### config.mk
export PLATFORM = sky130hd
export DESIGN_NAME = raid_sector_mapper_unit
export DESIGN_NICKNAME = d
export VERILOG_FILES = /design/src/rtl/rsm_pkg.sv /design/src/rtl/rsm_div.sv /design/src/rtl/raid_sector_mapper_unit.sv
export SDC_FILE = /design/constraint.sdc
export NUM_CORES = 2
export LEC_CHECK = 0
export BUFFER_PORTS_ARGS = -buffer_cell sky130_fd_sc_hd__buf_2
export CORE_MARGIN = 2
export CORE_UTILIZATION = 63
export CTS_CLUSTER_DIAMETER = 100
export CTS_CLUSTER_SIZE = 20
export DETAILED_ROUTE_END_ITERATION = 6
export GPL_TIMING_DRIVEN = 0
export PLACE_DENSITY = 0.76
export SLEW_MARGIN = 10
export SYNTH_ARGS = -nofsm -noshare
export SYNTH_HDL_FRONTEND = slang
export SYNTH_SLANG_ARGS = --single-unit
### constraint.sdc
create_clock -name clk -period 15 [get_ports clk]
set_input_delay 0.75 -clock clk [delete_from_list [all_inputs] [get_ports clk]]
set_output_delay 0.75 -clock clk [all_outputs]
set_load 0.005 [all_outputs]
### src/rtl/rsm_pkg.sv
// Shared constants and codes for the RAID sector mapper.
`default_nettype none
package rsm_pkg;
	localparam int MAX_DISKS_DEF   = 16;
	localparam int SECTOR_BITS_DEF = 32;

	localparam int SECTOR_W  = 32;
	localparam int STRIPE_W  = 32;
	localparam int DISK_W    = 4;
	localparam int KIND_W    = 2;
	localparam int LEVEL_W   = 3;
	localparam int DCOUNT_W  = 5;
	localparam int CHUNK_W   = 13;
	localparam int CFG_W     = 13;
	localparam int CFG_IDX_W = 2;
	localparam int MAX_CHUNK = 4096;

	localparam logic [CFG_IDX_W-1:0] REG_LEVEL  = 2'd0;
	localparam logic [CFG_IDX_W-1:0] REG_DCOUNT = 2'd1;
	localparam logic [CFG_IDX_W-1:0] REG_CHUNK  = 2'd2;

	localparam logic [LEVEL_W-1:0] LVL_RAID0  = 3'd0;
	localparam logic [LEVEL_W-1:0] LVL_RAID1  = 3'd1;
	localparam logic [LEVEL_W-1:0] LVL_RAID01 = 3'd2;
	localparam logic [LEVEL_W-1:0] LVL_RAID10 = 3'd3;
	localparam logic [LEVEL_W-1:0] LVL_RAID4  = 3'd4;
	localparam logic [LEVEL_W-1:0] LVL_RAID5  = 3'd5;

	localparam logic [KIND_W-1:0] KIND_NONE   = 2'd0;
	localparam logic [KIND_W-1:0] KIND_MIRROR = 2'd1;
	localparam logic [KIND_W-1:0] KIND_PARITY = 2'd2;
endpackage
`default_nettype wire

### src/rtl/rsm_div.sv
// Pipelined restoring divider, one quotient bit per stage.
`default_nettype none
module rsm_div #(
	parameter int DW  = 32,
	parameter int VW  = 13,
	parameter int SBW = 1
) (
	input  logic           clk,
	input  logic           arst_n,
	input  logic           in_vld,
	input  logic [DW-1:0]  dividend,
	input  logic [VW-1:0]  divisor,
	input  logic [SBW-1:0] in_sb,
	output logic           out_vld,
	output logic [DW-1:0]  quotient,
	output logic [VW-1:0]  remainder,
	output logic [SBW-1:0] out_sb
);
	logic [DW-1:0]  num_s [DW+1];
	logic [DW-1:0]  quo_s [DW+1];
	logic [VW-1:0]  rem_s [DW+1];
	logic [SBW-1:0] sb_s  [DW+1];
	logic           vld_s [DW+1];

	assign num_s[0] = dividend;
	assign quo_s[0] = '0;
	assign rem_s[0] = '0;
	assign sb_s[0]  = in_sb;
	assign vld_s[0] = in_vld;

	for (genvar i = 0; i < DW; i++) begin : g_stage
		logic [VW:0]   sh;
		logic [VW:0]   diff;
		logic          ge;
		logic [VW-1:0] rem_n;

		// bring down the next dividend bit, subtract when it fits
		assign sh    = {rem_s[i], num_s[i][DW-1]};
		assign diff  = sh - {1'b0, divisor};
		assign ge    = (sh >= {1'b0, divisor});
		assign rem_n = ge ? diff[VW-1:0] : sh[VW-1:0];

		always_ff @(posedge clk or negedge arst_n) begin
			if (!arst_n) begin
				vld_s[i+1] <= 1'b0;
			end else begin
				vld_s[i+1] <= vld_s[i];
			end
		end

		always_ff @(posedge clk) begin
			num_s[i+1] <= num_s[i] << 1;
			quo_s[i+1] <= {quo_s[i][DW-2:0], ge};
			rem_s[i+1] <= rem_n;
			sb_s[i+1]  <= sb_s[i];
		end
	end

	assign out_vld   = vld_s[DW];
	assign quotient  = quo_s[DW];
	assign remainder = rem_s[DW];
	assign out_sb    = sb_s[DW];
endmodule
`default_nettype wire

### src/rtl/raid_sector_mapper_unit.sv
// Top level of the RAID sector mapper: config registers, two dividers, output stages.
// The path from start to done runs through two bit-per-stage divider pipelines,
// then a multiply stage and a finish stage.
// Throughput: one sector per cycle; busy stays low, the receiver cannot stall.
// Reset: arst_n clears the pipeline valid bits and loads level 0, two disks,
// one-sector chunks.
`default_nettype none
module raid_sector_mapper_unit #(
	parameter int MAX_DISKS   = rsm_pkg::MAX_DISKS_DEF,
	parameter int SECTOR_BITS = rsm_pkg::SECTOR_BITS_DEF
) (
	input  logic                           clk,
	input  logic                           arst_n,
	input  logic                           start,
	output logic                           busy,
	input  logic [rsm_pkg::SECTOR_W-1:0]   sector,
	input  logic                           cfg_we,
	input  logic [rsm_pkg::CFG_IDX_W-1:0]  cfg_index,
	input  logic [rsm_pkg::CFG_W-1:0]      cfg_wdata,
	output logic                           done,
	output logic [rsm_pkg::DISK_W-1:0]     disk_index,
	output logic [rsm_pkg::STRIPE_W-1:0]   stripe_index,
	output logic [rsm_pkg::DISK_W-1:0]     companion_disk,
	output logic [rsm_pkg::KIND_W-1:0]     companion_kind
);
	import rsm_pkg::*;

	localparam int NW   = $clog2(MAX_DISKS + 1);
	localparam int CW   = CHUNK_W;
	localparam int SB2W = LEVEL_W + CW + SECTOR_BITS;

	// configuration registers
	logic [LEVEL_W-1:0]  level_q;
	logic [DCOUNT_W-1:0] dcount_q;
	logic [CHUNK_W-1:0]  chunk_q;

	always_ff @(posedge clk or negedge arst_n) begin
		if (!arst_n) begin
			level_q  <= LVL_RAID0;
			dcount_q <= DCOUNT_W'(2);
			chunk_q  <= CHUNK_W'(1);
		end else if (cfg_we) begin
			unique case (cfg_index)
				REG_LEVEL:  level_q  <= cfg_wdata[LEVEL_W-1:0];
				REG_DCOUNT: dcount_q <= cfg_wdata[DCOUNT_W-1:0];
				REG_CHUNK:  chunk_q  <= cfg_wdata[CHUNK_W-1:0];
				default: ;
			endcase
		end
	end

	// clamp disk count and chunk size into their legal ranges
	logic [NW-1:0] n_eff;
	logic [NW-1:0] half;
	logic [NW-1:0] nm1;
	logic [CW-1:0] c_eff;

	always_comb begin
		if (dcount_q < DCOUNT_W'(2)) begin
			n_eff = NW'(2);
		end else if (32'(dcount_q) > MAX_DISKS) begin
			n_eff = NW'(MAX_DISKS);
		end else begin
			n_eff = NW'(dcount_q);
		end
		if (chunk_q == '0) begin
			c_eff = CW'(1);
		end else if (32'(chunk_q) > MAX_CHUNK) begin
			c_eff = CW'(MAX_CHUNK);
		end else begin
			c_eff = chunk_q;
		end
	end

	assign half = n_eff >> 1;
	assign nm1  = n_eff - NW'(1);

	// first divisor depends on the layout; raid1 divides by one to pass the sector
	logic [CW-1:0] div1;

	always_comb begin
		unique case (level_q)
			LVL_RAID0:              div1 = c_eff;
			LVL_RAID01, LVL_RAID10: div1 = CW'(half);
			LVL_RAID4, LVL_RAID5:   div1 = CW'(nm1);
			default:                div1 = CW'(1);
		endcase
	end

	assign busy = 1'b0;

	logic [SECTOR_BITS-1:0] blk;
	assign blk = SECTOR_BITS'(sector);

	// divider 1: sector by chunk size, half, n-1 or one
	logic                   v1;
	logic [SECTOR_BITS-1:0] q1;
	logic [CW-1:0]          r1;
	logic [LEVEL_W-1:0]     lvl1;

	rsm_div #(.DW(SECTOR_BITS), .VW(CW), .SBW(LEVEL_W)) u_div1 (
		.clk       (clk),
		.arst_n    (arst_n),
		.in_vld    (start),
		.dividend  (blk),
		.divisor   (div1),
		.in_sb     (level_q),
		.out_vld   (v1),
		.quotient  (q1),
		.remainder (r1),
		.out_sb    (lvl1)
	);

	// divider 2: first quotient by disk count (raid0 chunk row, raid5 parity turn)
	logic                   v2;
	logic [SECTOR_BITS-1:0] q2;
	logic [NW-1:0]          r2;
	logic [SB2W-1:0]        sb2;

	rsm_div #(.DW(SECTOR_BITS), .VW(NW), .SBW(SB2W)) u_div2 (
		.clk       (clk),
		.arst_n    (arst_n),
		.in_vld    (v1),
		.dividend  (q1),
		.divisor   (n_eff),
		.in_sb     ({lvl1, r1, q1}),
		.out_vld   (v2),
		.quotient  (q2),
		.remainder (r2),
		.out_sb    (sb2)
	);

	// stage 1: multiply chunk row by chunk size, carry the rest
	logic                      vld_s1;
	logic [SECTOR_BITS+CW-1:0] prod_s1;
	logic [LEVEL_W-1:0]        lvl_s1;
	logic [CW-1:0]             r1_s1;
	logic [SECTOR_BITS-1:0]    q1_s1;
	logic [NW-1:0]             r2_s1;

	always_ff @(posedge clk or negedge arst_n) begin
		if (!arst_n) begin
			vld_s1 <= 1'b0;
		end else begin
			vld_s1 <= v2;
		end
	end

	always_ff @(posedge clk) begin
		prod_s1 <= (SECTOR_BITS+CW)'(q2) * (SECTOR_BITS+CW)'(c_eff);
		lvl_s1  <= sb2[SB2W-1 -: LEVEL_W];
		r1_s1   <= sb2[SECTOR_BITS +: CW];
		q1_s1   <= sb2[SECTOR_BITS-1:0];
		r2_s1   <= r2;
	end

	// stage 2: form the per-layout result
	logic [DISK_W-1:0]   disk_c;
	logic [STRIPE_W-1:0] stripe_c;
	logic [DISK_W-1:0]   comp_c;
	logic [KIND_W-1:0]   kind_c;
	logic [NW-1:0]       par_c;
	logic [NW:0]         rot_c;
	logic [NW:0]         rot_m;

	// raid5 left-symmetric: parity walks down, data starts just after it
	assign par_c = nm1 - r2_s1;
	assign rot_c = (NW+1)'(par_c) + (NW+1)'(1) + (NW+1)'(r1_s1);
	assign rot_m = (rot_c >= (NW+1)'(n_eff)) ? rot_c - (NW+1)'(n_eff) : rot_c;

	always_comb begin
		disk_c   = '0;
		stripe_c = '0;
		comp_c   = '0;
		kind_c   = KIND_NONE;
		unique case (lvl_s1)
			LVL_RAID0: begin
				disk_c   = DISK_W'(r2_s1);
				stripe_c = STRIPE_W'(prod_s1 + (SECTOR_BITS+CW)'(r1_s1));
			end
			LVL_RAID1: begin
				stripe_c = STRIPE_W'(q1_s1);
				comp_c   = DISK_W'(1);
				kind_c   = KIND_MIRROR;
			end
			LVL_RAID01: begin
				disk_c   = DISK_W'(r1_s1);
				comp_c   = DISK_W'(r1_s1 + CW'(half));
				stripe_c = STRIPE_W'(q1_s1);
				kind_c   = KIND_MIRROR;
			end
			LVL_RAID10: begin
				disk_c   = DISK_W'({r1_s1, 1'b0});
				comp_c   = DISK_W'({r1_s1, 1'b1});
				stripe_c = STRIPE_W'(q1_s1);
				kind_c   = KIND_MIRROR;
			end
			LVL_RAID4: begin
				disk_c   = DISK_W'(r1_s1);
				comp_c   = DISK_W'(nm1);
				stripe_c = STRIPE_W'(q1_s1);
				kind_c   = KIND_PARITY;
			end
			LVL_RAID5: begin
				disk_c   = DISK_W'(rot_m);
				comp_c   = DISK_W'(par_c);
				stripe_c = STRIPE_W'(q1_s1);
				kind_c   = KIND_PARITY;
			end
			default: ;
		endcase
	end

	logic                vld_s2;
	logic [DISK_W-1:0]   disk_s2;
	logic [STRIPE_W-1:0] stripe_s2;
	logic [DISK_W-1:0]   comp_s2;
	logic [KIND_W-1:0]   kind_s2;

	always_ff @(posedge clk or negedge arst_n) begin
		if (!arst_n) begin
			vld_s2 <= 1'b0;
		end else begin
			vld_s2 <= vld_s1;
		end
	end

	always_ff @(posedge clk) begin
		disk_s2   <= disk_c;
		stripe_s2 <= stripe_c;
		comp_s2   <= comp_c;
		kind_s2   <= kind_c;
	end

	// one beat per strobe, no hold-off
	assign done           = vld_s2;
	assign disk_index     = disk_s2;
	assign stripe_index   = stripe_s2;
	assign companion_disk = comp_s2;
	assign companion_kind = kind_s2;
endmodule
`default_nettype wire

==> flow_metrics.py <==
metrics = {
    "worst_setup_path": {
        "critPathKind": "flop to flop",
        "timing.rr.start": "chunk_q[12]",
        "startpoint": "chunk_q[12]",
        "startpoint_type": "flop",
        "crit_chain": "clkbuf_1 > nor2b_1 > clkbuf_1 > clkbuf_1 > nand2_1 > fa_1 > inv_1 > fa_1 > fa_1 > fa_1 > inv_1 > fa_1 > inv_1 > ha_1 > nand3_1 > nor3_1 > and4_1 > o21ai_0 > a31oi_1 > a41o_1 > nor2_1 > a21oi_1 > xnor2_1",
        "reg2reg_slack_ns": 6.93,
        "crit_path_end_kind": "flop",
        "cp_common_cell": "fa_1",
        "ff2ff_path_depth": 23,
        "crit_arrival_ns": 8.75,
        "crit_slowest_cell": "clkbuf_1",
        "required_ns": 15.68,
        "cp_max_fo": 10,
        "r2r_end": "prod_s1[31]",
        "critPathTopFamily": "adder cells",
        "timing.critical_path.buf_inv": 6,
        "max_stage_delay_ns": 0.63,
    },
    "sta": {
        "rsz0062_at_grt": "no",
        "tns_ns": 0,
        "period_needed_ns": 8.07,
        "slew_viol_final": 0,
        "timing.slew.headroom_pct": 36.1,
        "finClkSkew_ns": 0.0407,
        "finalHoldViolations": 0,
        "period_share_pct": 53.8,
        "max_freq_ghz": 0.124,
        "finalSetupViolCount": 0,
        "max_slew.worst_pin.slew_ns": 0.952,
    },
    "floorplan": {
        "coreArea_mm2": 0.192,
        "io-pin-count": 95,
        "rows": 161,
        "die_x_um": 443,
        "die-height_um": 443,
        "dieArea_mm2": 0.196,
        "start_util_pct": 63.2,
    },
    "logic_synthesis": {
        "synth_cell_types": 85,
        "yosys.area.top_type": "dfxtp_1",
        "synthFlopType": "dfxtp_1",
        "synth-seq-cells": 3974,
        "synth_cells": 9295,
        "synth_edf_count": 0,
        "seq_area_frac_synth_pct": 66.0,
        "synth_top_area_share_pct": 64.2,
        "ys_top_cells_by_area": "dfxtp_1 64%, ha_1 6.6%, fa_1 5.4%",
        "synthArstFlopShare_pct": 2.19,
        "avgSynthCellArea_um2": 13.0,
        "yosysWarnings": 0,
        "syn_area_mm2": 0.121,
    },
    "hold_path": {
        "hp-class": "input port to flop",
        "hp-start": "cfg_wdata[12]",
        "min_to": "chunk_q[12]",
        "whs_path_depth": 2,
    },
    "place": {
        "place.port_buffers": 93,
        "dp_hpwl_um": 142000,
        "gp_congestion": 0.900,
        "dp_cells": 11900,
    },
    "detailed_routing": {
        "drt-initial-drc-count": 3139,
        "routed_via_density": 5.14,
        "ant_nets": 0,
        "wl_um": 209000,
        "drc": 0,
        "vias": 62900,
        "wire_per_inst_um": 17.1,
        "first_pass_iters": 6,
    },
    "cells_and_area": {
        "final_nets": 10700,
        "multi_input_area_mm2": 0.0384,
        "layout.cells.most_common_list": "3,887 x dfxtp_1, 643 x ha_1, 598 x inv_1",
        "final_util_pct": 68.7,
        "fillCellCount": 13500,
        "seq_area_mm2": 0.0800,
        "final_common_cell": "dfxtp_1",
        "layout-drive-gt1-share_pct": 8.43,
        "fin_cells": 12200,
        "area_growth_pct": 8.67,
    },
    "cts": {
        "cts_max_path_buffers": 3,
        "cts_buffers": 217,
        "clock_latency_ns": 0.86,
        "cts_sinks": 3974,
        "path_clk_slew_ns": 0.08,
        "post_cts_buffers": 0,
        "cts-root-buf": "clkbuf_16",
        "cts_tree": "done",
        "htree_levels": 4,
    },
    "global_routing": {
        "grt_max_degree": 70,
        "grt_overflow": 0,
        "grt_usage_pct": 21.3,
        "grt_pass1_vias": 64800,
        "grt_pass1_wl_um": 333000,
        "antenna_found_initial": 7,
    },
    "run_status": {
        "status": "finished, final reports clean",
    },
    "flow_run": {
        "drv_cap": 0,
    },
}
[per-stage QoR]
| step | hold WS (ns) | worst slack, ns | area [um2] |
|---|---|---|---|
| finish | 0.205 | 6.93 | 132000 |
| global route | 0.157 | 6.56 | 132000 |
| CTS | 0.165 | 7.02 | 132000 |
| detailed placement | 0.312 | 7.07 | 126000 |
| global placement | 0.309 | 1.66 | 125000 |
| floorplan | 0.310 | 7.74 | 121000 |
[state kept, by name (all words and copies together), names as in the netlist, 4 cells and up]
signal and flops:
u_div2.sb_s 1488, u_div1.quo_s 496, u_div2.quo_s 496, u_div1.num_s 465, u_div1.g_stage.sh 434, u_div2.g_stage.sh 155, u_div1.sb_s 93, u_div2.out_sb 48
prod_s1 32, q1_s1 32, stripe_index 32, u_div1.quotient 32, u_div2.quotient 32, u_div1.vld_s 31, u_div2.vld_s 31, chunk_q 13
r1_s1 13, u_div1.remainder 13, dcount_q 5, r2_s1 5, u_div2.remainder 5, companion_disk 4, disk_index 4
[worst max path at each step]
stage	to	slack (ns)	depth (start not counted)
after CTS	prod_s1[31]	7.02	23
after global placement	u_div1.g_stage[24].sh[8]	1.66	19
after global routing	prod_s1[31]	6.56	23
final	prod_s1[31]	6.93	23
after detailed placement	prod_s1[31]	7.07	23
after floorplan	u_div1.g_stage[26].sh[10]	7.74	20
[worst register-to-register path, cell delays in order, from the launching register on]
cell and delay [ns]:
dfrtp_1 0.50, clkbuf_1 0.31, nor2b_1 0.27, clkbuf_1 0.52, clkbuf_1 0.64, nand2_1 0.16
fa_1 0.51, inv_1 0.05, fa_1 0.52, fa_1 0.44, fa_1 0.56, inv_1 0.06
fa_1 0.56, inv_1 0.05, ha_1 0.41, nand3_1 0.17, nor3_1 0.55, and4_1 0.28
o21ai_0 0.14, a31oi_1 0.28, a41o_1 0.30, nor2_1 0.09, a21oi_1 0.18, xnor2_1 0.32
[synthesized netlist by cell type, drive strengths merged (8+ instances only)]
master / number
a41oi: 10
o21bai: 10
nand4: 79
nor3: 99
nor3b: 17
a31oi: 8
clkbuf: 137
a21boi: 41
o211ai: 24
dfxtp: 3887
o21a: 40
a31o: 17
a221oi: 11
mux2: 340
o31ai: 35
xnor2: 311
xor2: 135
buf: 33
and3b: 8
nor2b: 139
a21o: 141
a311o: 38
or3: 29
dfrtp: 85
fa: 324
ha: 643
nor4: 8
or2: 10
a21oi: 323
and2: 151
nand2: 605
o221a: 31
and3: 51
a211oi: 14
o41ai: 9
o32ai: 17
a211o: 8
inv: 601
o21ai: 283
mux2i: 102
nor2: 224
nand3: 87
nand2b: 60
[logic make-up (layout without fill, tap and decap cells)]
kind of cell / count (synthesis) / count (layout) / synth area share (%)
buffers and inverters: 772 / 1175 / 2.46
AO/OA/AOI/OAI: 1115 / 1115 / 6.03
adder cells (fa/ha/maj): 967 / 967 / 12.0
other: 1 / 12 / 0.00309
multiplexers: 442 / 442 / 4.02
XOR/XNOR: 446 / 446 / 3.22
flip-flops: 3974 / 3974 / 66.0
AND/OR/NAND/NOR: 1578 / 1578 / 6.29
[cell type report]
type                    count  share of cell area [%]
multi-input cells        4554                    29.2
well taps                2526                    2.40
diodes                      6                  0.0114
clock inverters            17                   0.244
plain buffers             170                   0.550
repair buffers            147                   0.982
clock buffers             239                    4.22
inverters                 602                    1.72
flip-flops and latches   3974                    60.7
[routing by layer]
layer	part of all wire [%]	vias to the layer above	GRT usage, %
li1	-	31300	-
met1	44	30000	26.4
met2	48	1175	37.1
met3	3.7	448	2.96
met4	4.3	4	9.26
met5	0.013	-	0
[timing repair]
action / in CTS / in global routing
gates resized for setup: 0 / 0
endpoints found under the hold margin: 48 / 0
hold buffers: 33 / 0
Power is left out: the tool's default activity adds up to more than one toggle a clock period on the data nets, which glitch-free logic cannot reach.
